[config.mk]
export PLATFORM = sky130hd
export DESIGN_NAME = mvm_queue
export DESIGN_NICKNAME = d
export VERILOG_FILES = /design/src/design/mvm_queue.sv
export VERILOG_INCLUDE_DIRS = /design/src /design/src/design
export SDC_FILE = /design/constraint.sdc
export NUM_CORES = 1
export LEC_CHECK = 0
export ABC_CLOCK_PERIOD_IN_PS = 2750
export BUFFER_PORTS_ARGS = -buffer_cell sky130_fd_sc_hd__buf_2
export CAP_MARGIN = 25
export CORE_ASPECT_RATIO = 0.75
export CORE_UTILIZATION = 35
export CTS_BUF_LIST = sky130_fd_sc_hd__clkbuf_16
export DETAILED_ROUTE_END_ITERATION = 10
export PLACE_DENSITY = 0.62
export REMOVE_ABC_BUFFERS = 1
export SLEW_MARGIN = 20
export SYNTH_ARGS = -nofsm -noshare
export SYNTH_HDL_FRONTEND = slang
export SYNTH_SLANG_ARGS = --single-unit
[constraint.sdc]
create_clock -name clk -period 2.75 [get_ports clk]
set_clock_uncertainty 0.2 [all_clocks]
set_input_delay 0.275 -clock clk [delete_from_list [all_inputs] [get_ports clk]]
set_output_delay 0.275 -clock clk [all_outputs]
set_load 0.05 [all_outputs]
[src/design/matrix_vector_multiply_assert.svh]
`ifndef MATRIX_VECTOR_MULTIPLY_ASSERT_SVH
`define MATRIX_VECTOR_MULTIPLY_ASSERT_SVH

// same-cycle implication, off during reset
`define MVM_ASSERT_SAME(label, ante, cons) \
  label: assert property (@(posedge clk) disable iff (!rst_n) (ante) |-> (cons)) \
    else $error("mvm assertion failed");

// next-cycle implication, off during reset
`define MVM_ASSERT_NEXT(label, ante, cons) \
  label: assert property (@(posedge clk) disable iff (!rst_n) (ante) |=> (cons)) \
    else $error("mvm assertion failed");

`endif

[src/design/mvm_queue.sv]
`include "matrix_vector_multiply_assert.svh"

module mvm_queue #(
  parameter int W     = 32,
  parameter int DEPTH = 4
) (
  input  logic         clk,
  input  logic         rst_n,
  input  logic         push,
  input  logic [W-1:0] din,
  output logic         full,
  input  logic         pop,
  output logic [W-1:0] dout,
  output logic         nonempty
);

  localparam int PW = (DEPTH > 1) ? $clog2(DEPTH) : 1;
  localparam int CW = $clog2(DEPTH + 1);

  logic [W-1:0]  slot_r [DEPTH];
  logic [PW-1:0] wp_r, rp_r;
  logic [CW-1:0] count_r;

  assign full     = (count_r == CW'(DEPTH));
  assign nonempty = (count_r != '0);
  assign dout     = slot_r[rp_r];

  always_ff @(posedge clk) begin
    if (push) slot_r[wp_r] <= din;
  end

  always_ff @(posedge clk) begin
    if (!rst_n) begin
      wp_r    <= '0;
      rp_r    <= '0;
      count_r <= '0;
    end else begin
      if (push) wp_r <= (wp_r == PW'(DEPTH - 1)) ? '0 : wp_r + PW'(1);
      if (pop)  rp_r <= (rp_r == PW'(DEPTH - 1)) ? '0 : rp_r + PW'(1);
      priority if (push && !pop) begin
        count_r <= count_r + CW'(1);
      end else if (pop && !push) begin
        count_r <= count_r - CW'(1);
      end
    end
  end

  `MVM_ASSERT_SAME(a_count_bound, 1'b1, count_r <= CW'(DEPTH))
  `MVM_ASSERT_SAME(a_no_pop_empty, pop, nonempty)

endmodule

==> results.cfg, run 1 <==
[place]
dp_cells = 475
placement.io_buffers = 69
placed_cell_area_mm2 = 0.00574
dp_hpwl_mm = 5.55
gp_congestion = 0.698

[routing]
drtIter0Drc = 100
drc = 0
vias = 2434
firstDrtPassIters = 6
wirelength_mm = 9.31
drtAntennaViolNets = 0
viasPerCell = 4.51
wl_per_cell_um = 17.2

[pwr]
total_power_mw = 5.36
power_per_cell_area_mw_per_mm2 = 803
vdd_ir_drop_max_uv = 544
p_leak_nw = 2.32

[timing]
timing.fmax_mhz = 409
max_slew.worst_pin.slew_ns = 0.422
relSlewSlack_pct = 71.9
final-hold-violation-count = 0
whs_ns = 0.0227
setup_viol = 0
drv_slew = 0
fin_crit_sh_pct = 88.9
grt_setup_unrepaired = no
layout_min_cycle_time_ns = 2.45

[cts]
clock_path_buffers = 2
insertion_delay_ns = 0.41
cts.htree.levels = 4
cts_root_buf = clkbuf_16
tritoncts = built
clock_sinks = 137
path_clk_slew_ns = 0.06
cts_setup_buffers = 0
numCtsBuffers = 17

[min_path]
hold_path_end = rp_r[1]
whs_path_depth = 3
min_from = pop
min_path_type = input port to register

[layout]
antenna_cells = 0
final_common_cell = edfxtp_1
fillers = 1201
instances_no_fill = 540
area_growth_pct = 30.4
stdcell_area_mm2 = 0.00668
most-common-layout-cells = edfxtp_1 (128), buf_2 (69), dlygate4sd3_1 (33), mux4_2 (30), clkbuf_16 (17)
nNetsFinal = 375
drive_above_1_share_pct = 41.2

[setup_path]
rr_worst_depth = 4
regToRegSetupSlack_ns = 1.05
reg2reg_from = count_r[0]
crit_path_end_kind = output port
rr_endpoint = count_r[2]
cp_data_required_time_ns = 2.28
start_kind = register
cp.arrival_ns = 1.97
critPathMaxFanout = 28
worst-setup-path-type = register to output port

[global_route]
grt_pass1_wl_mm = 14.5
grt_max_degree = 29
grt_pass1_vias = 2647
antenna_found_initial = 0
grtUsageTotal_pct = 13.6
overflow = 0

[die]
core_area_mm2 = 0.0140
fp-row-count = 37
die_w_um = 142
ios = 70
initial_utilization_pct = 36.6
die_h_um = 107
dieArea_mm2 = 0.0151

[synthesis]
synth.distinct_cells = 22
syn_area_mm2 = 0.00512
yosys_register_bits = 137
syn_avg_cell_area_um2 = 24.3
ys_seq_area_share_pct = 78.6
ys_warn_count = 0
syn_inst = 211

[job]
drv_cap = 0

[outcome]
outcome = completed
-- cells by family after synthesis --
| kind of cell | count (synthesis) | synth area share [%] |
|---|---|---|
| compound gates | 3 | 0.391 |
| mux | 36 | 15.0 |
| fa+ha+maj | 7 | 1.86 |
| simple gates | 15 | 1.78 |
| buf+inv | 11 | 1.98 |
| xor+xnor | 2 | 0.342 |
| flops | 137 | 78.6 |
-- where the power goes --
part / switching (mW) / internal [mW]
Clock: 0.847 / 1.43
Sequential: 0.0383 / 2.38
Combinational: 0.432 / 0.232
Total: 1.32 / 4.04
-- cells in the mapped netlist --
library cell  instances  area share [%]
inv_1                 4            0.29
mux2i_1               4            0.78
buf_12                3             1.2
fa_1                  1            0.39
dfxtp_1               9             3.5
xnor2_1               1            0.17
nor2_1                1           0.073
nor3_1                1           0.098
nor2b_1               5            0.61
buf_6                 1            0.22
edfxtp_1            128              75
o21ai_0               1           0.098
and2_1                5            0.61
buf_2                 3            0.29
mux4_1                2             1.0
ha_1                  6             1.5
or3_1                 2            0.24
xor2_1                1            0.17
o21a_1                1            0.15
nor3b_1               1            0.15
mux4_2               30              13
a21boi_0              1            0.15
-- worst max-delay path by stage --
| stage | start | end | slack, ns | cells past startpoint |
|---|---|---|---|---|
| 2_1_floorplan | register | dout[12] | -0.10 | 1 |
| 3_3_place_gp | register | dout[12] | 0.70 | 3 |
| 3_5_place_dp | register | dout[13] | 0.70 | 3 |
| 4_1_cts | register | dout[13] | 0.25 | 3 |
| 5_1_grt | register | dout[13] | 0.19 | 3 |
| 6_report | register | dout[12] | 0.30 | 3 |
-- state kept, by name, summed over array words and instances (netlist names), named ones only --
register and cells:
slot_r 128, count_r 3, rp_r 2, wp_r 2
-- metal layers --
layer / share of wire [%] / wire length [µm] / global-route usage [%] / vias to the layer above
met5: 0 / 0 / 0 / -
met4: 0.84 / 78 / 5.99 / 0
met3: 4.9 / 459 / 4.64 / 8
met2: 48 / 4440 / 21.0 / 69
met1: 47 / 4330 / 17.5 / 1232
li1: - / - / - / 1125
-- stage by stage --
step | util [%] | TNS, ns | setup slack [ns]
2_1_floorplan | - | -0.210 | -0.105
3_3_place_gp | 41.1 | 0 | 0.704
3_5_place_dp | 41.1 | 0 | 0.696
4_1_cts | 47.7 | 0 | 0.249
5_1_grt | 47.7 | 0 | 0.188
6_report | 47.7 | 0 | 0.304
-- repair_timing --
action | 4_1_cts | 5_1_grt
gates resized for setup | 0 | 0
hold buffers | 33 | 0
endpoints found under the setup margin | 0 | 0
endpoints found under the hold margin | 137 | 0
-- layout make-up --
cell class                 count  area, µm²  share of cell area, %
tap                          195        244                   3.66
sequential                   137       4030                   60.3
inverter                       4       15.0                  0.225
multi-input combinational     63        997                   14.9
timing repair buffer         109        791                   11.8
clock buffer                  17        425                   6.37
clock inverter                15        176                   2.64
-- worst max-delay path, cell delays in order (launching register included) --
cell and delay (ns):
dfxtp_2 0.44, buf_12 0.29, mux4_1 0.59, buf_2 0.23
(Power assumes the default switching activity.)
==> run 2: changes to the inputs <==
- ABC_CLOCK_PERIOD_IN_PS: 2750 -> 2400
- RECOVER_POWER: unset -> 25
- clock period: 2.75 -> 2.4 ns (I/O delays scaled with it)
==> results.cfg, run 2 (synthesis results as in run 1) <==
[routing]
wl_per_cell_um = 16.7
firstDrtPassIters = 5
wirelength_mm = 9.06
drtIter0Drc = 95
vias = 2446
drc = 0
drtAntennaViolNets = 0
viasPerCell = 4.50

[layout]
largest_reg_flops = 128
fillers = 1224
regMostFlops = slot_r
area_growth_pct = 28.8
regArea_mm2 = 0.00403
stdcell_area_mm2 = 0.00659
antenna_cells = 0
most-common-layout-cells = edfxtp_1 (128), buf_2 (49), dlygate4sd3_1 (35), mux4_2 (30), clkbuf_1 (20)
nNetsFinal = 378
reg.largest.list = slot_r: 128 flops, count_r: 3 flops
final_common_cell = edfxtp_1
multi_input_area_um2 = 997
drive_above_1_share_pct = 34.5
final_util_pct = 47.1

[cts]
insertion_delay_ns = 0.41
path_clk_slew_ns = 0.06
tritoncts = built
clock_sinks = 137
numCtsBuffers = 17
cts_setup_buffers = 0
hold_buffers = 35
clock_path_buffers = 2
cts_root_buf = clkbuf_16
cts_resized = 0
cts.htree.levels = 4

[die]
fp-row-count = 37
core_area_mm2 = 0.0140
die_h_um = 107
dieArea_mm2 = 0.0151
die_w_um = 142
ios = 70
initial_utilization_pct = 36.6

[global_route]
grt_max_degree = 28
antenna_found_initial = 0
grt_pass1_vias = 2659
overflow = 0
grtUsageTotal_pct = 13.2
grt_pass1_wl_mm = 14.3

[timing]
fin_tns_setup_ns = 0
fin_crit_sh_pct = 93.6
setup_viol = 0
relSlewSlack_pct = 71.7
grt_setup_unrepaired = no
timing.fmax_mhz = 445
final-hold-violation-count = 1
max_slew.worst_pin.slew_ns = 0.424
drv_slew = 0
whs_ns = -0.00143
layout_min_cycle_time_ns = 2.25

[job]
drv_cap = 0

[pwr]
vdd_ir_drop_max_uv = 529
p_leak_nw = 2.25
power_per_cell_area_mw_per_mm2 = 876

[setup_path]
reg2reg_from = count_r[0]
cp_data_required_time_ns = 1.96
cp_cell_sequence = buf_12 -> mux4_2 -> buf_2
worst-setup-path-type = register to output port
critPathMaxFanout = 19
rr_worst_depth = 4
start_kind = register
crit_path_end_kind = output port
critPathTopFamily = flip-flops
slowest_delay_ns = 0.59
critPathSlowestCell = dfxtp_2
rr_endpoint = count_r[2]
cp.arrival_ns = 1.81
regToRegSetupSlack_ns = 0.72
cp_num_buf_inv = 2

[outcome]
outcome = finished, violations left
violations = negative hold slack

[place]
dp_hpwl_mm = 5.47
gp_congestion = 0.693
placed_cell_area_mm2 = 0.00575
placement.io_buffers = 69

[min_path]
whs_path_depth = 3
min_path_type = input port to register
hold_path_end = wp_r[1]
min_from = push
-- run 2: cell count changes in the layout (fill, tap and decap cells not counted) --
| cell | previous run | this run |
|---|---|---|
| buf_2 | 69 | 49 |
| buf_4 | 2 | 3 |
| bufinv_16 | 3 | 0 |
| clkbuf_1 | 0 | 20 |
| clkinv_1 | 2 | 3 |
| clkinv_2 | 1 | 4 |
| clkinvlp_4 | 4 | 2 |
| dlygate4sd3_1 | 33 | 35 |
| inv_1 | 4 | 6 |
| inv_6 | 2 | 1 |
-- run 2: report_power, final --
group	internal [mW]	switching [mW]	leakage, nW
Combinational	0.265	0.497	0.744
Clock	1.30	0.939	0.258
Sequential	2.73	0.0420	1.25
-- run 2: how the worst max path moves through the flow --
stage                  start         end  slack, ns  cells past startpoint
detailed placement       pop  count_r[2]       0.43                      8
CTS                 register    dout[17]       0.09                      3
finish              register    dout[17]       0.15                      3
global route        register    dout[13]       0.04                      3
global placement         pop  count_r[2]       0.50                      8
floorplan           register    dout[12]      -0.42                      1
-- run 2: stage by stage --
stage                     setup slack (ns)  total power [mW]  cells  hold slack (ns)
after floorplan                     -0.420              3.33    204            0.139
after global placement               0.497              3.54    476            0.247
after detailed placement             0.427              3.56    476            0.258
after CTS                           0.0907              5.84    543          0.00515
after global routing                0.0373              5.98    543           0.0436
final                                0.153              5.77    543         -0.00143
-- run 2: layer usage --
layer | up-vias | global-route usage [%] | routed length (µm)
li1 | 1128 | - | -
met1 | 1249 | 16.3 | 4170
met2 | 59 | 21.1 | 4350
met3 | 10 | 4.38 | 434
met4 | 0 | 5.76 | 100
met5 | - | 0 | 0
-- run 2: final cells by class --
cell class / count / share of cell area (%)
clock buffers: 17 / 6.46
flip-flops and latches: 137 / 61.1
multi-input cells: 63 / 15.1
inverters: 4 / 0.228
well taps: 195 / 3.70
clock inverters: 15 / 1.35
repair buffers: 112 / 12.0
-- run 2: worst min-delay path: stages --
cell	delay [ns]
buf_2	0.15
mux2i_1	0.09
nor2b_1	0.09
