$ cat src/design/matrix_vector_multiply_assert.svh
`ifndef MATRIX_VECTOR_MULTIPLY_ASSERT_SVH
`define MATRIX_VECTOR_MULTIPLY_ASSERT_SVH

// same-cycle implication, off during reset
`define MVM_ASSERT_SAME(label, ante, cons) \
  label: assert property (@(posedge clk) disable iff (!rst_n) (ante) |-> (cons)) \
    else $error("mvm assertion failed");

// next-cycle implication, off during reset
`define MVM_ASSERT_NEXT(label, ante, cons) \
  label: assert property (@(posedge clk) disable iff (!rst_n) (ante) |=> (cons)) \
    else $error("mvm assertion failed");

`endif

$ cat src/design/mvm_pkg.sv
package mvm_pkg;

  localparam int ACC_W     = 48;
  localparam int ROW_W     = 12;
  localparam int REG_W     = 13;
  localparam int CFG_IDX_W = 8;

  localparam logic [REG_W-1:0] ROW_LIMIT  = 13'd4096;
  localparam logic [REG_W-1:0] COLS_RESET = 13'd4096;
  localparam logic [REG_W-1:0] ROWS_RESET = 13'd4096;

  localparam logic [CFG_IDX_W-1:0] CFG_NUM_COLS = 8'd0;
  localparam logic [CFG_IDX_W-1:0] CFG_NUM_ROWS = 8'd1;

  typedef enum logic {
    MODE_VEC = 1'b0,
    MODE_MAT = 1'b1
  } mode_t;

  typedef struct packed {
    logic             is_mat;
    logic             row_end;
    logic             last_row;
    logic [ROW_W-1:0] row_idx;
  } ctl_t;

endpackage

$ cat src/design/mvm_front.sv
`include "matrix_vector_multiply_assert.svh"

module mvm_front import mvm_pkg::*; #(
  parameter int MAX_COLS   = 4096,
  parameter int DATA_WIDTH = 16,
  parameter int AW         = 12
) (
  input  logic                  clk,
  input  logic                  rst_n,
  input  logic                  cfg_valid,
  input  logic [CFG_IDX_W-1:0]  cfg_index,
  input  logic [REG_W-1:0]      cfg_data,
  input  logic                  in_valid,
  input  logic                  in_mode,
  input  logic [DATA_WIDTH-1:0] in_value,
  input  logic                  q_full,
  output logic                  push,
  output logic [AW-1:0]         push_addr,
  output logic [DATA_WIDTH-1:0] push_value,
  output ctl_t                  push_ctl
);

  localparam int CNTW = (AW + 1 > REG_W) ? AW + 1 : REG_W;

  logic [REG_W-1:0] num_cols_r, num_rows_r;
  logic [AW-1:0]    ptr_r, col_r;
  logic [ROW_W-1:0] row_r;

  logic [CNTW-1:0]  eff_cols, cols_ext, ptr_inc, col_inc;
  logic [REG_W-1:0] eff_rows, row_inc;
  logic [AW-1:0]    ptr_nxt, col_nxt;
  logic [ROW_W-1:0] row_nxt;
  logic             row_end, last;

  always_comb begin
    cols_ext = CNTW'(num_cols_r);
    priority if (num_cols_r == '0) begin
      eff_cols = CNTW'(1);
    end else if (cols_ext > CNTW'(MAX_COLS)) begin
      eff_cols = CNTW'(MAX_COLS);
    end else begin
      eff_cols = cols_ext;
    end
    priority if (num_rows_r == '0) begin
      eff_rows = REG_W'(1);
    end else if (num_rows_r > ROW_LIMIT) begin
      eff_rows = ROW_LIMIT;
    end else begin
      eff_rows = num_rows_r;
    end
  end

  assign ptr_inc = CNTW'(ptr_r) + CNTW'(1);
  assign col_inc = CNTW'(col_r) + CNTW'(1);
  assign row_inc = {1'b0, row_r} + REG_W'(1);
  assign ptr_nxt = (ptr_inc >= eff_cols) ? '0 : ptr_inc[AW-1:0];
  assign row_end = (col_inc >= eff_cols);
  assign col_nxt = row_end ? '0 : col_inc[AW-1:0];
  assign last    = (row_inc >= eff_rows);
  assign row_nxt = last ? '0 : row_inc[ROW_W-1:0];

  assign push       = in_valid && !q_full;
  assign push_addr  = (in_mode == MODE_MAT) ? col_r : ptr_r;
  assign push_value = in_value;

  always_comb begin
    push_ctl.is_mat   = (in_mode == MODE_MAT);
    push_ctl.row_end  = row_end;
    push_ctl.last_row = last;
    push_ctl.row_idx  = row_r;
  end

  always_ff @(posedge clk) begin
    if (!rst_n) begin
      num_cols_r <= COLS_RESET;
      num_rows_r <= ROWS_RESET;
      ptr_r      <= '0;
      col_r      <= '0;
      row_r      <= '0;
    end else begin
      if (cfg_valid) begin
        if (cfg_index == CFG_NUM_COLS) num_cols_r <= cfg_data;
        if (cfg_index == CFG_NUM_ROWS) num_rows_r <= cfg_data;
      end
      if (push) begin
        if (in_mode == MODE_MAT) begin
          col_r <= col_nxt;
          if (row_end) row_r <= row_nxt;
        end else begin
          ptr_r <= ptr_nxt;
        end
      end
    end
  end

  `MVM_ASSERT_NEXT(a_col_wrap, push && push_ctl.is_mat && push_ctl.row_end, col_r == '0)
  `MVM_ASSERT_SAME(a_last_wraps_row, push && push_ctl.is_mat && push_ctl.row_end
    && push_ctl.last_row, row_nxt == '0)

endmodule

$ cat config.mk
export PLATFORM = sky130hd
export DESIGN_NAME = mvm_front
export DESIGN_NICKNAME = d
export VERILOG_FILES = /design/src/design/mvm_pkg.sv /design/src/design/mvm_front.sv
export VERILOG_INCLUDE_DIRS = /design/src /design/src/design
export SDC_FILE = /design/constraint.sdc
export NUM_CORES = 1
export LEC_CHECK = 0
export BUFFER_PORTS_ARGS = -buffer_cell sky130_fd_sc_hd__buf_2
export CAP_MARGIN = 30
export CELL_PAD_IN_SITES_DETAIL_PLACEMENT = 0
export CELL_PAD_IN_SITES_GLOBAL_PLACEMENT = 1
export CORE_MARGIN = 2
export CORE_UTILIZATION = 30
export CTS_BUF_LIST = sky130_fd_sc_hd__clkbuf_2 sky130_fd_sc_hd__clkbuf_4 sky130_fd_sc_hd__clkbuf_8
export DETAILED_ROUTE_END_ITERATION = 8
export PLACE_DENSITY_LB_ADDON = 0.08
export SYNTH_ARGS = -nofsm -noshare
export SYNTH_HDL_FRONTEND = slang
export SYNTH_SLANG_ARGS = --single-unit
$ cat constraint.sdc
create_clock -name clk -period 3.81 [get_ports clk]
set_input_delay 0.762 -clock clk [delete_from_list [all_inputs] [get_ports clk]]
set_output_delay 0.762 -clock clk [all_outputs]
set_load 0.01 [all_outputs]
==> flow_summary.toml, run 1 <==
[status]
status = "finished clean"

[logic_synthesis]
netlist_area_um2 = 4180
seq_area_frac_synth_pct = 29.7
yosys_warnings = 0
yosysTopAreaCell = "dfxtp_1"
synth_cells = 489
async_reset_ff_share_pct = 0
syn_avg_cell_area_um2 = 8.54
ys_types = 58
yosysTopAreaCellShare_pct = 29.7
yosys_register_bits = 62
ys_top_cells_by_count = "62 x dfxtp_1, 61 x nand2_1, 50 x nor2_1"
yosysMostFrequentCell = "dfxtp_1"
ys.flop_type = "dfxtp_1"
synthesis.nets = 574
synthTopCellsByArea = "dfxtp_1 30%, ha_1 13%, mux2i_1 6.2%"
synth_edf_count = 0

[sta]
tightest_slew_ns = 0.907
clock_skew_ns = 0.00857
maxSlewHeadroom_pct = 39.3
setup_viol_count_final = 0
fin_ws_ns = 0.223
tns_ns = 0
rsz0062_at_grt = "false"
max_freq_ghz = 0.279
finalHoldViolations = 0
slew_viol_final = 0
min_period_ns = 3.59
hold_ws_ns = 0.502
fin_crit_sh_pct = 94.2

[clock_network]
clk_pin_slew_ns = 0.07
cts.sink_count = 62
numCtsBuffers = 9
cts_tree = "yes"
htreeDepth = 3
root_buffer = "clkbuf_8"
insertion_delay_ns = 0.37
cts_buffer_depth = 2
cts_hold_buffers = 0

[hold_path]
hold_depth = 2
hold_start = "row_r[4]"
hold_path_class = "flip-flop to flip-flop"
hold_end = "row_r[4]"

[floorplanning]
die-area_um2 = 14900
core.rowCount = 43
die_y_um = 122
pin_count = 87
die_w_um = 122
initial_core_util_pct = 30.4
coreArea_um2 = 13700

[drt]
drt_pass1_iterations = 5
num_vias = 3481
postRouteAntennaNets = 0
vias_per_cell = 4.94
first_iter_violations = 201
drt_wl_total_um = 11800
drc = 0
post_drt_wl_per_cell_um = 16.7

[flow_run]
cap_viol_max_count = 0

[cells_and_area]
final_util_pct = 34.2
n_antenna_cell = 0
fin_area_um2 = 4700
syn2layout_area_growth_pct = 12.5
fin_nets = 605
stdcell_count = 704
drive_above_1_share_pct = 21.4

[worst_setup_path]
required_ns = 3.05
r2r_end = "ptr_r[10]"
cp_max_fo = 6
worstRegToRegCells = 12
r2r_slack_ns = 0.51
crit_path_start_kind = "flip-flop"
critPathKind = "flip-flop to output port"
cp-end-kind = "output port"
arrival_ns = 2.83
r2r-start = "ptr_r[0]"

[power_and_ir_drop]
power_mw = 1.39
peakVddDrop_mv = 0.149
powerDensity_nw_per_um2 = 296
leakage_nw = 2.04

[global_route]
grt_overflow = 0
grt_max_degree = 41
antenna_found_initial = 0
grt_util_all_layers_pct = 16.6
grt_pass1_wl_um = 18500
first_global_vias = 3253

[place]
dpl_cell_area_um2 = 4430
dpl.hpwl_um = 9000
gp_congestion = 0.773
port_buffers = 54
place_inst = 687
pre_cts_slack_ns = 0.402
==> sequential cells by signal, indices dropped and copies added (netlist names) <==
register	flops
col_r	12
ptr_r	12
cols_ext	13
row_r	12
num_rows_r	13
==> cell families (layout without fill, tap and decap cells) <==
family,after synthesis,count (layout),share of synthesized area [%]
AOI/OAI and AO/OA,79,79,12.8
xor gates and xnor gates,30,30,6.65
adders and majority gates,42,42,12.6
buffers and inverters,57,92,7.82
DFF,62,62,29.7
muxes,38,38,9.47
and+or+nand+nor,181,181,21.0
==> layout by cell type (no fill, tap or decap), drive strengths merged, types with 10 or more instances in the layout <==
| master | n |
|---|---|
| a21oi | 15 |
| dfxtp | 62 |
| a22oi | 11 |
| mux2 | 12 |
| xor2 | 10 |
| mux2i | 26 |
| nand2 | 61 |
| nand3 | 25 |
| ha | 42 |
| inv | 18 |
| o21ai | 19 |
| xnor2 | 20 |
| buf | 59 |
| nor2 | 53 |
==> where the power goes <==
part / internal, mW / switching (mW) / total (mW)
combinational: 0.0296 / 0.0475 / 0.0771
clock: 0.363 / 0.294 / 0.657
sequential: 0.651 / 0.00511 / 0.656
total: 1.04 / 0.347 / 1.39
==> how the worst max path moves through the flow <==
stage	from	endpoint
2_1_floorplan	col_r[0]	push_ctl[13]
3_3_place_gp	row_r[3]	push_ctl[12]
3_5_place_dp	row_r[3]	row_r[3]
4_1_cts	row_r[4]	push_ctl[12]
5_1_grt	row_r[0]	push_ctl[12]
6_report	row_r[0]	push_ctl[12]
==> worst max-delay path: stages (launching register included) <==
cell and delay, ns:
dfxtp_1 0.44, ha_1 0.32, nand2_1 0.13, nor2_2 0.19
and3_1 0.19, ha_1 0.26, a21oi_1 0.18, o21a_1 0.16
o21ai_0 0.15, a21oi_2 0.25, inv_1 0.06, buf_2 0.14
==> final cells by class <==
type	instances	area [um2]
multi-input cells	370	2640
well taps	180	225
inverters	18	67.6
clock buffers	9	124
repair buffers	59	308
flip-flops and latches	62	1250
clock inverters	6	87.6
fillers	1481	9020
==> metal layers <==
layer / track usage, % / up-vias / wire length (um)
met5: 0 / - / 0
met4: 4.67 / 0 / 138
met3: 4.26 / 13 / 588
met2: 25.2 / 82 / 5220
met1: 23.1 / 1614 / 5830
li1: - / 1772 / -
==> repair_timing <==
action	CTS	global route
endpoints found under the setup margin	1	2
buffers inserted	0	2
endpoints found under the hold margin	0	0
gates resized for setup	1	12
Power figures use the tool's default switching activity.
==> run 2: changes to the inputs <==
--- a/config.mk
+++ b/config.mk
@@ -7,7 +7,7 @@
 export NUM_CORES = 1
 export LEC_CHECK = 0
 export BUFFER_PORTS_ARGS = -buffer_cell sky130_fd_sc_hd__buf_2
-export CAP_MARGIN = 30
+export CAP_MARGIN = 20
 export CELL_PAD_IN_SITES_DETAIL_PLACEMENT = 0
 export CELL_PAD_IN_SITES_GLOBAL_PLACEMENT = 1
 export CORE_MARGIN = 2
@@ -15,6 +15,7 @@
 export CTS_BUF_LIST = sky130_fd_sc_hd__clkbuf_2 sky130_fd_sc_hd__clkbuf_4 sky130_fd_sc_hd__clkbuf_8
 export DETAILED_ROUTE_END_ITERATION = 8
 export PLACE_DENSITY_LB_ADDON = 0.08
+export SETUP_SLACK_MARGIN = 0.3
 export SYNTH_ARGS = -nofsm -noshare
 export SYNTH_HDL_FRONTEND = slang
 export SYNTH_SLANG_ARGS = --single-unit
==> flow_summary.toml, run 2 (synthesis gave the netlist of run 1 again) <==
[sta]
slew_viol_final = 0
finalHoldViolations = 0
min_period_ns = 3.46
tns_ns = 0
max_freq_ghz = 0.289
tightest_slew_ns = 0.898
maxSlewHeadroom_pct = 39.9
setup_viol_count_final = 0
clock_skew_ns = 0.00875
fin_crit_sh_pct = 90.9
rsz0062_at_grt = "true"

[cells_and_area]
n_antenna_cell = 0
num-fill-cells = 1474
final_cell_mix = "61 x nand2_1, 56 x dfxtp_1, 54 x buf_2, 46 x nor2_1, 41 x ha_1"
drive_above_1_share_pct = 23.0
final_common_cell = "nand2_1"
fin_nets = 608
regArea_um2 = 1250
multiInputGateArea_um2 = 2670
fin_area_um2 = 4750
syn2layout_area_growth_pct = 13.8

[global_route]
grt_pass1_wl_um = 18600
antenna_found_initial = 0
grt_util_all_layers_pct = 16.7
grt_max_degree = 41
first_global_vias = 3277
grt_overflow = 0

[drt]
postRouteAntennaNets = 0
drc = 0
num_vias = 3471
post_drt_wl_per_cell_um = 16.7
drt_pass1_iterations = 4
vias_per_cell = 4.91
first_iter_violations = 183
drt_wl_total_um = 11800

[worst_setup_path]
crit_path_frequent_cell = "ha_1"
cp_top_family = "compound AO/OA/AOI/OAI gates"
critPathKind = "flip-flop to output port"
cp_max_fo = 6
cp-end-kind = "output port"
crit_path_max_incr_delay_ns = 0.44
required_ns = 3.05
arrival_ns = 2.70
crit_buf_inv = 2
crit_path_start_kind = "flip-flop"
crit_chain = "ha_1, nand2_1, nor2_2, and3_1, ha_1, a21oi_1, o21a_1, o21ai_1, a21oi_2, inv_1, buf_2"
crit_slowest_cell = "dfxtp_1"

[power_and_ir_drop]
peakVddDrop_mv = 0.150
powerDensity_nw_per_um2 = 293
leakage_nw = 2.07
power_mw = 1.39

[clock_network]
htreeDepth = 3
numCtsBuffers = 9
clk_pin_slew_ns = 0.07
cts_hold_buffers = 0
cts_tree = "yes"
insertion_delay_ns = 0.36
cts.sink_count = 62
root_buffer = "clkbuf_8"
cts_buffer_depth = 2

[floorplanning]
die_w_um = 122
coreArea_um2 = 13700
die-area_um2 = 14900
die_y_um = 122
initial_core_util_pct = 30.4
core.rowCount = 43
pin_count = 87

[place]
port_buffers = 54
dpl_cell_area_um2 = 4430
dpl.hpwl_um = 9000
gp_congestion = 0.773

[flow_run]
cap_viol_max_count = 0

[status]
status = "finished clean"

[hold_path]
hold_path_class = "flip-flop to flip-flop"
==> run 2: power by group <==
| part | internal (mW) | total (mW) | switching [mW] |
|---|---|---|---|
| registers | 0.651 | 0.656 | 0.00532 |
| logic | 0.0301 | 0.0778 | 0.0477 |
| clock network | 0.363 | 0.657 | 0.293 |
==> run 2: final timing paths <==
path	startpoint	end	slack (ns)	depth (start not counted)
worst min-delay path	row_r[4]	row_r[4]	0.50	2
worst max register to register	ptr_r[0]	ptr_r[10]	0.66	12
worst min register to register	row_r[4]	row_r[4]	0.50	2
worst max-delay path	row_r[0]	push_ctl[12]	0.35	11
==> run 2: cell type report <==
| class | instances | area share (%) |
|---|---|---|
| clock buffer | 9 | 2.61 |
| clock inverter | 6 | 1.84 |
| inverter | 18 | 1.42 |
| multi-input combinational | 370 | 56.1 |
| sequential | 62 | 26.3 |
| tap | 180 | 4.74 |
| timing repair buffer | 62 | 6.95 |
==> run 2: per-stage QoR <==
step	hold slack (ns)	std cells	setup WS, ns	utilization [%]
after detailed placement	0.495	687	0.402	32.3
final	0.503	707	0.347	34.6
after CTS	0.507	704	0.280	34.2
after global placement	0.490	687	0.476	32.3
after global routing	0.539	707	0.159	34.6
after floorplan	0.461	489	0.790	-
==> run 2: timing repair <==
action	CTS	global route
pin swaps	2	3
setup buffers	2	3
setup endpoints to repair	2	23
resized for setup	14	7
==> run 2: layer usage <==
layer,up-vias,wire length (um),GRT usage (%)
met5,-,0,0
met4,0,97,4.67
met3,11,465,4.26
met2,75,5300,25.4
met1,1605,5970,23.3
li1,1780,-,-
==> run 2: tightest hold or removal path, cell delays in order, from the launching register on <==
cell     delay (ns)
dfxtp_2        0.36
nand2_1        0.06
o21ai_1        0.05
==> run 3: changes to the inputs <==
--- a/config.mk
+++ b/config.mk
@@ -8,8 +8,6 @@
 export LEC_CHECK = 0
 export BUFFER_PORTS_ARGS = -buffer_cell sky130_fd_sc_hd__buf_2
 export CAP_MARGIN = 20
-export CELL_PAD_IN_SITES_DETAIL_PLACEMENT = 0
-export CELL_PAD_IN_SITES_GLOBAL_PLACEMENT = 1
 export CORE_MARGIN = 2
 export CORE_UTILIZATION = 30
 export CTS_BUF_LIST = sky130_fd_sc_hd__clkbuf_2 sky130_fd_sc_hd__clkbuf_4 sky130_fd_sc_hd__clkbuf_8
==> flow_summary.toml, run 3 (synthesis gave the netlist of run 1 again) <==
[drt]
drt_wl_total_um = 11200
first_iter_violations = 187
num_vias = 3498
drt_pass1_iterations = 4
post_drt_wl_per_cell_um = 15.9
highest_layer = "met4"
wl_met2_um = 4980
drc = 0
met3RoutedLength_um = 462
drt-met1-wl_um = 5580
vias_per_cell = 4.95
postRouteAntennaNets = 0

[floorplanning]
core.rowCount = 43
pin_count = 87
coreArea_um2 = 13700
die_w_um = 122
die-area_um2 = 14900
die_y_um = 122
initial_core_util_pct = 30.4

[hold_path]
hold_start = "row_r[4]"
hold_depth = 2
hold_end = "row_r[4]"
hold_path_class = "flip-flop to flip-flop"

[sta]
max_freq_ghz = 0.296
fin_ws_ns = 0.431
setup_viol_count_final = 0
rsz0062_at_grt = "true"
maxSlewHeadroom_pct = 42.2
finalHoldViolations = 0
tns_ns = 0
clock_skew_ns = 0.0170
min_period_ns = 3.38
slew_viol_final = 0
tightest_slew_ns = 0.865
fin_crit_sh_pct = 88.7

[clock_network]
cts_buffer_depth = 2
insertion_delay_ns = 0.36
cts_tree = "yes"
numCtsBuffers = 9
cts_hold_buffers = 0
clk_pin_slew_ns = 0.08
cts.sink_count = 62
htreeDepth = 3
root_buffer = "clkbuf_8"

[global_route]
grt_overflow = 0
grt_pass1_wl_um = 17800
grt_max_degree = 28
grt_util_all_layers_pct = 15.9
antenna_found_initial = 0
first_global_vias = 3293

[worst_setup_path]
r2r_end = "ptr_r[4]"
r2r-start = "ptr_r[0]"
cp_max_fo = 9
required_ns = 3.05
critPathKind = "flip-flop to output port"
r2r_slack_ns = 0.68
arrival_ns = 2.62
cp-end-kind = "output port"
worstRegToRegCells = 13
crit_path_start_kind = "flip-flop"

[cells_and_area]
final_common_cell = "nand2_1"
n_antenna_cell = 0
syn2layout_area_growth_pct = 14.0
drive_above_1_share_pct = 24.1
final_cell_mix = "61 x nand2_1, 54 x buf_2, 51 x dfxtp_1, 47 x nor2_1, 40 x ha_1"
stdcell_count = 707
fin_nets = 608

[power_and_ir_drop]
p_seq_share_pct = 49.3
powerDensity_nw_per_um2 = 279
p_sw_share_pct = 24.7
p_sw_mw = 0.328
peakVddDrop_mv = 0.117
intPower_mw = 1.00
pwr-share-comb_pct = 5.7
leakage_nw = 2.07
clockPowerShare_pct = 44.9

[place]
place_inst = 685
pre_cts_slack_ns = 0.368
port_buffers = 54
dpl.hpwl_um = 8610
gp_congestion = 0.824

[flow_run]
cap_viol_max_count = 0

[status]
status = "finished clean"
[run 3: area by class of cell]
type                       count  area [um2]
sequential                    62        1260
tap                          180         225
clock buffer                  11         145
clock inverter                 4        47.5
timing repair buffer          61         323
multi-input combinational    371        2690
inverter                      18        67.6
fill                        1452        8960
[run 3: worst max path at each step]
stage / start / endpoint / slack, ns / cells past startpoint
4_1_cts: row_r[3] / push_ctl[12] / 0.30 / 13
5_1_grt: row_r[4] / push_ctl[12] / 0.23 / 13
3_3_place_gp: row_r[3] / push_ctl[12] / 0.40 / 12
6_report: row_r[3] / push_ctl[12] / 0.43 / 12
3_5_place_dp: row_r[3] / push_ctl[12] / 0.37 / 12
2_1_floorplan: col_r[0] / push_ctl[13] / 0.79 / 10
[run 3: layer usage]
metal / GRT usage [%] / up-vias
li1: - / 1780
met4: 6.90 / 0
met1: 21.9 / 1633
met3: 2.95 / 14
met2: 24.0 / 71
met5: 0 / -
[run 3: critical path: stages (launching register included)]
cell and delay (ns):
dfxtp_4 0.40, nand4_1 0.13, nor2_2 0.19, nand3_2 0.15, nor2_4 0.17, and3_1 0.18, ha_1 0.26, a21oi_1 0.16
o21a_1 0.16, o21ai_1 0.11, a21oi_2 0.18, inv_1 0.05, buf_2 0.13
[run 3: timing repair]
item                                    in CTS  in global routing
endpoints found under the setup margin       2                 14
gates resized for setup                     14                 19
pin swaps                                    1                  5
setup buffers                                1                  5
gates cloned                                 0                  1
[run 3: stage by stage]
stage                     hold slack [ns]  area (um2)  util (%)  power (mW)
after CTS                           0.497        4650      33.9        1.35
after floorplan                     0.461        4180         -       0.731
final                               0.500        4760      34.7        1.33
after global routing                0.532        4760      34.7        1.39
after detailed placement            0.492        4420      32.2       0.747
after global placement              0.488        4420      32.2       0.748
[run 3: power by group through the flow]
stage,Combinational (mW),Clock (mW),Sequential [mW]
finish,0.0762,0.597,0.656
floorplan,0.0624,0,0.669
global route,0.0853,0.647,0.656
global placement,0.0762,0,0.672
detailed placement,0.0751,0,0.672
CTS,0.0753,0.622,0.657
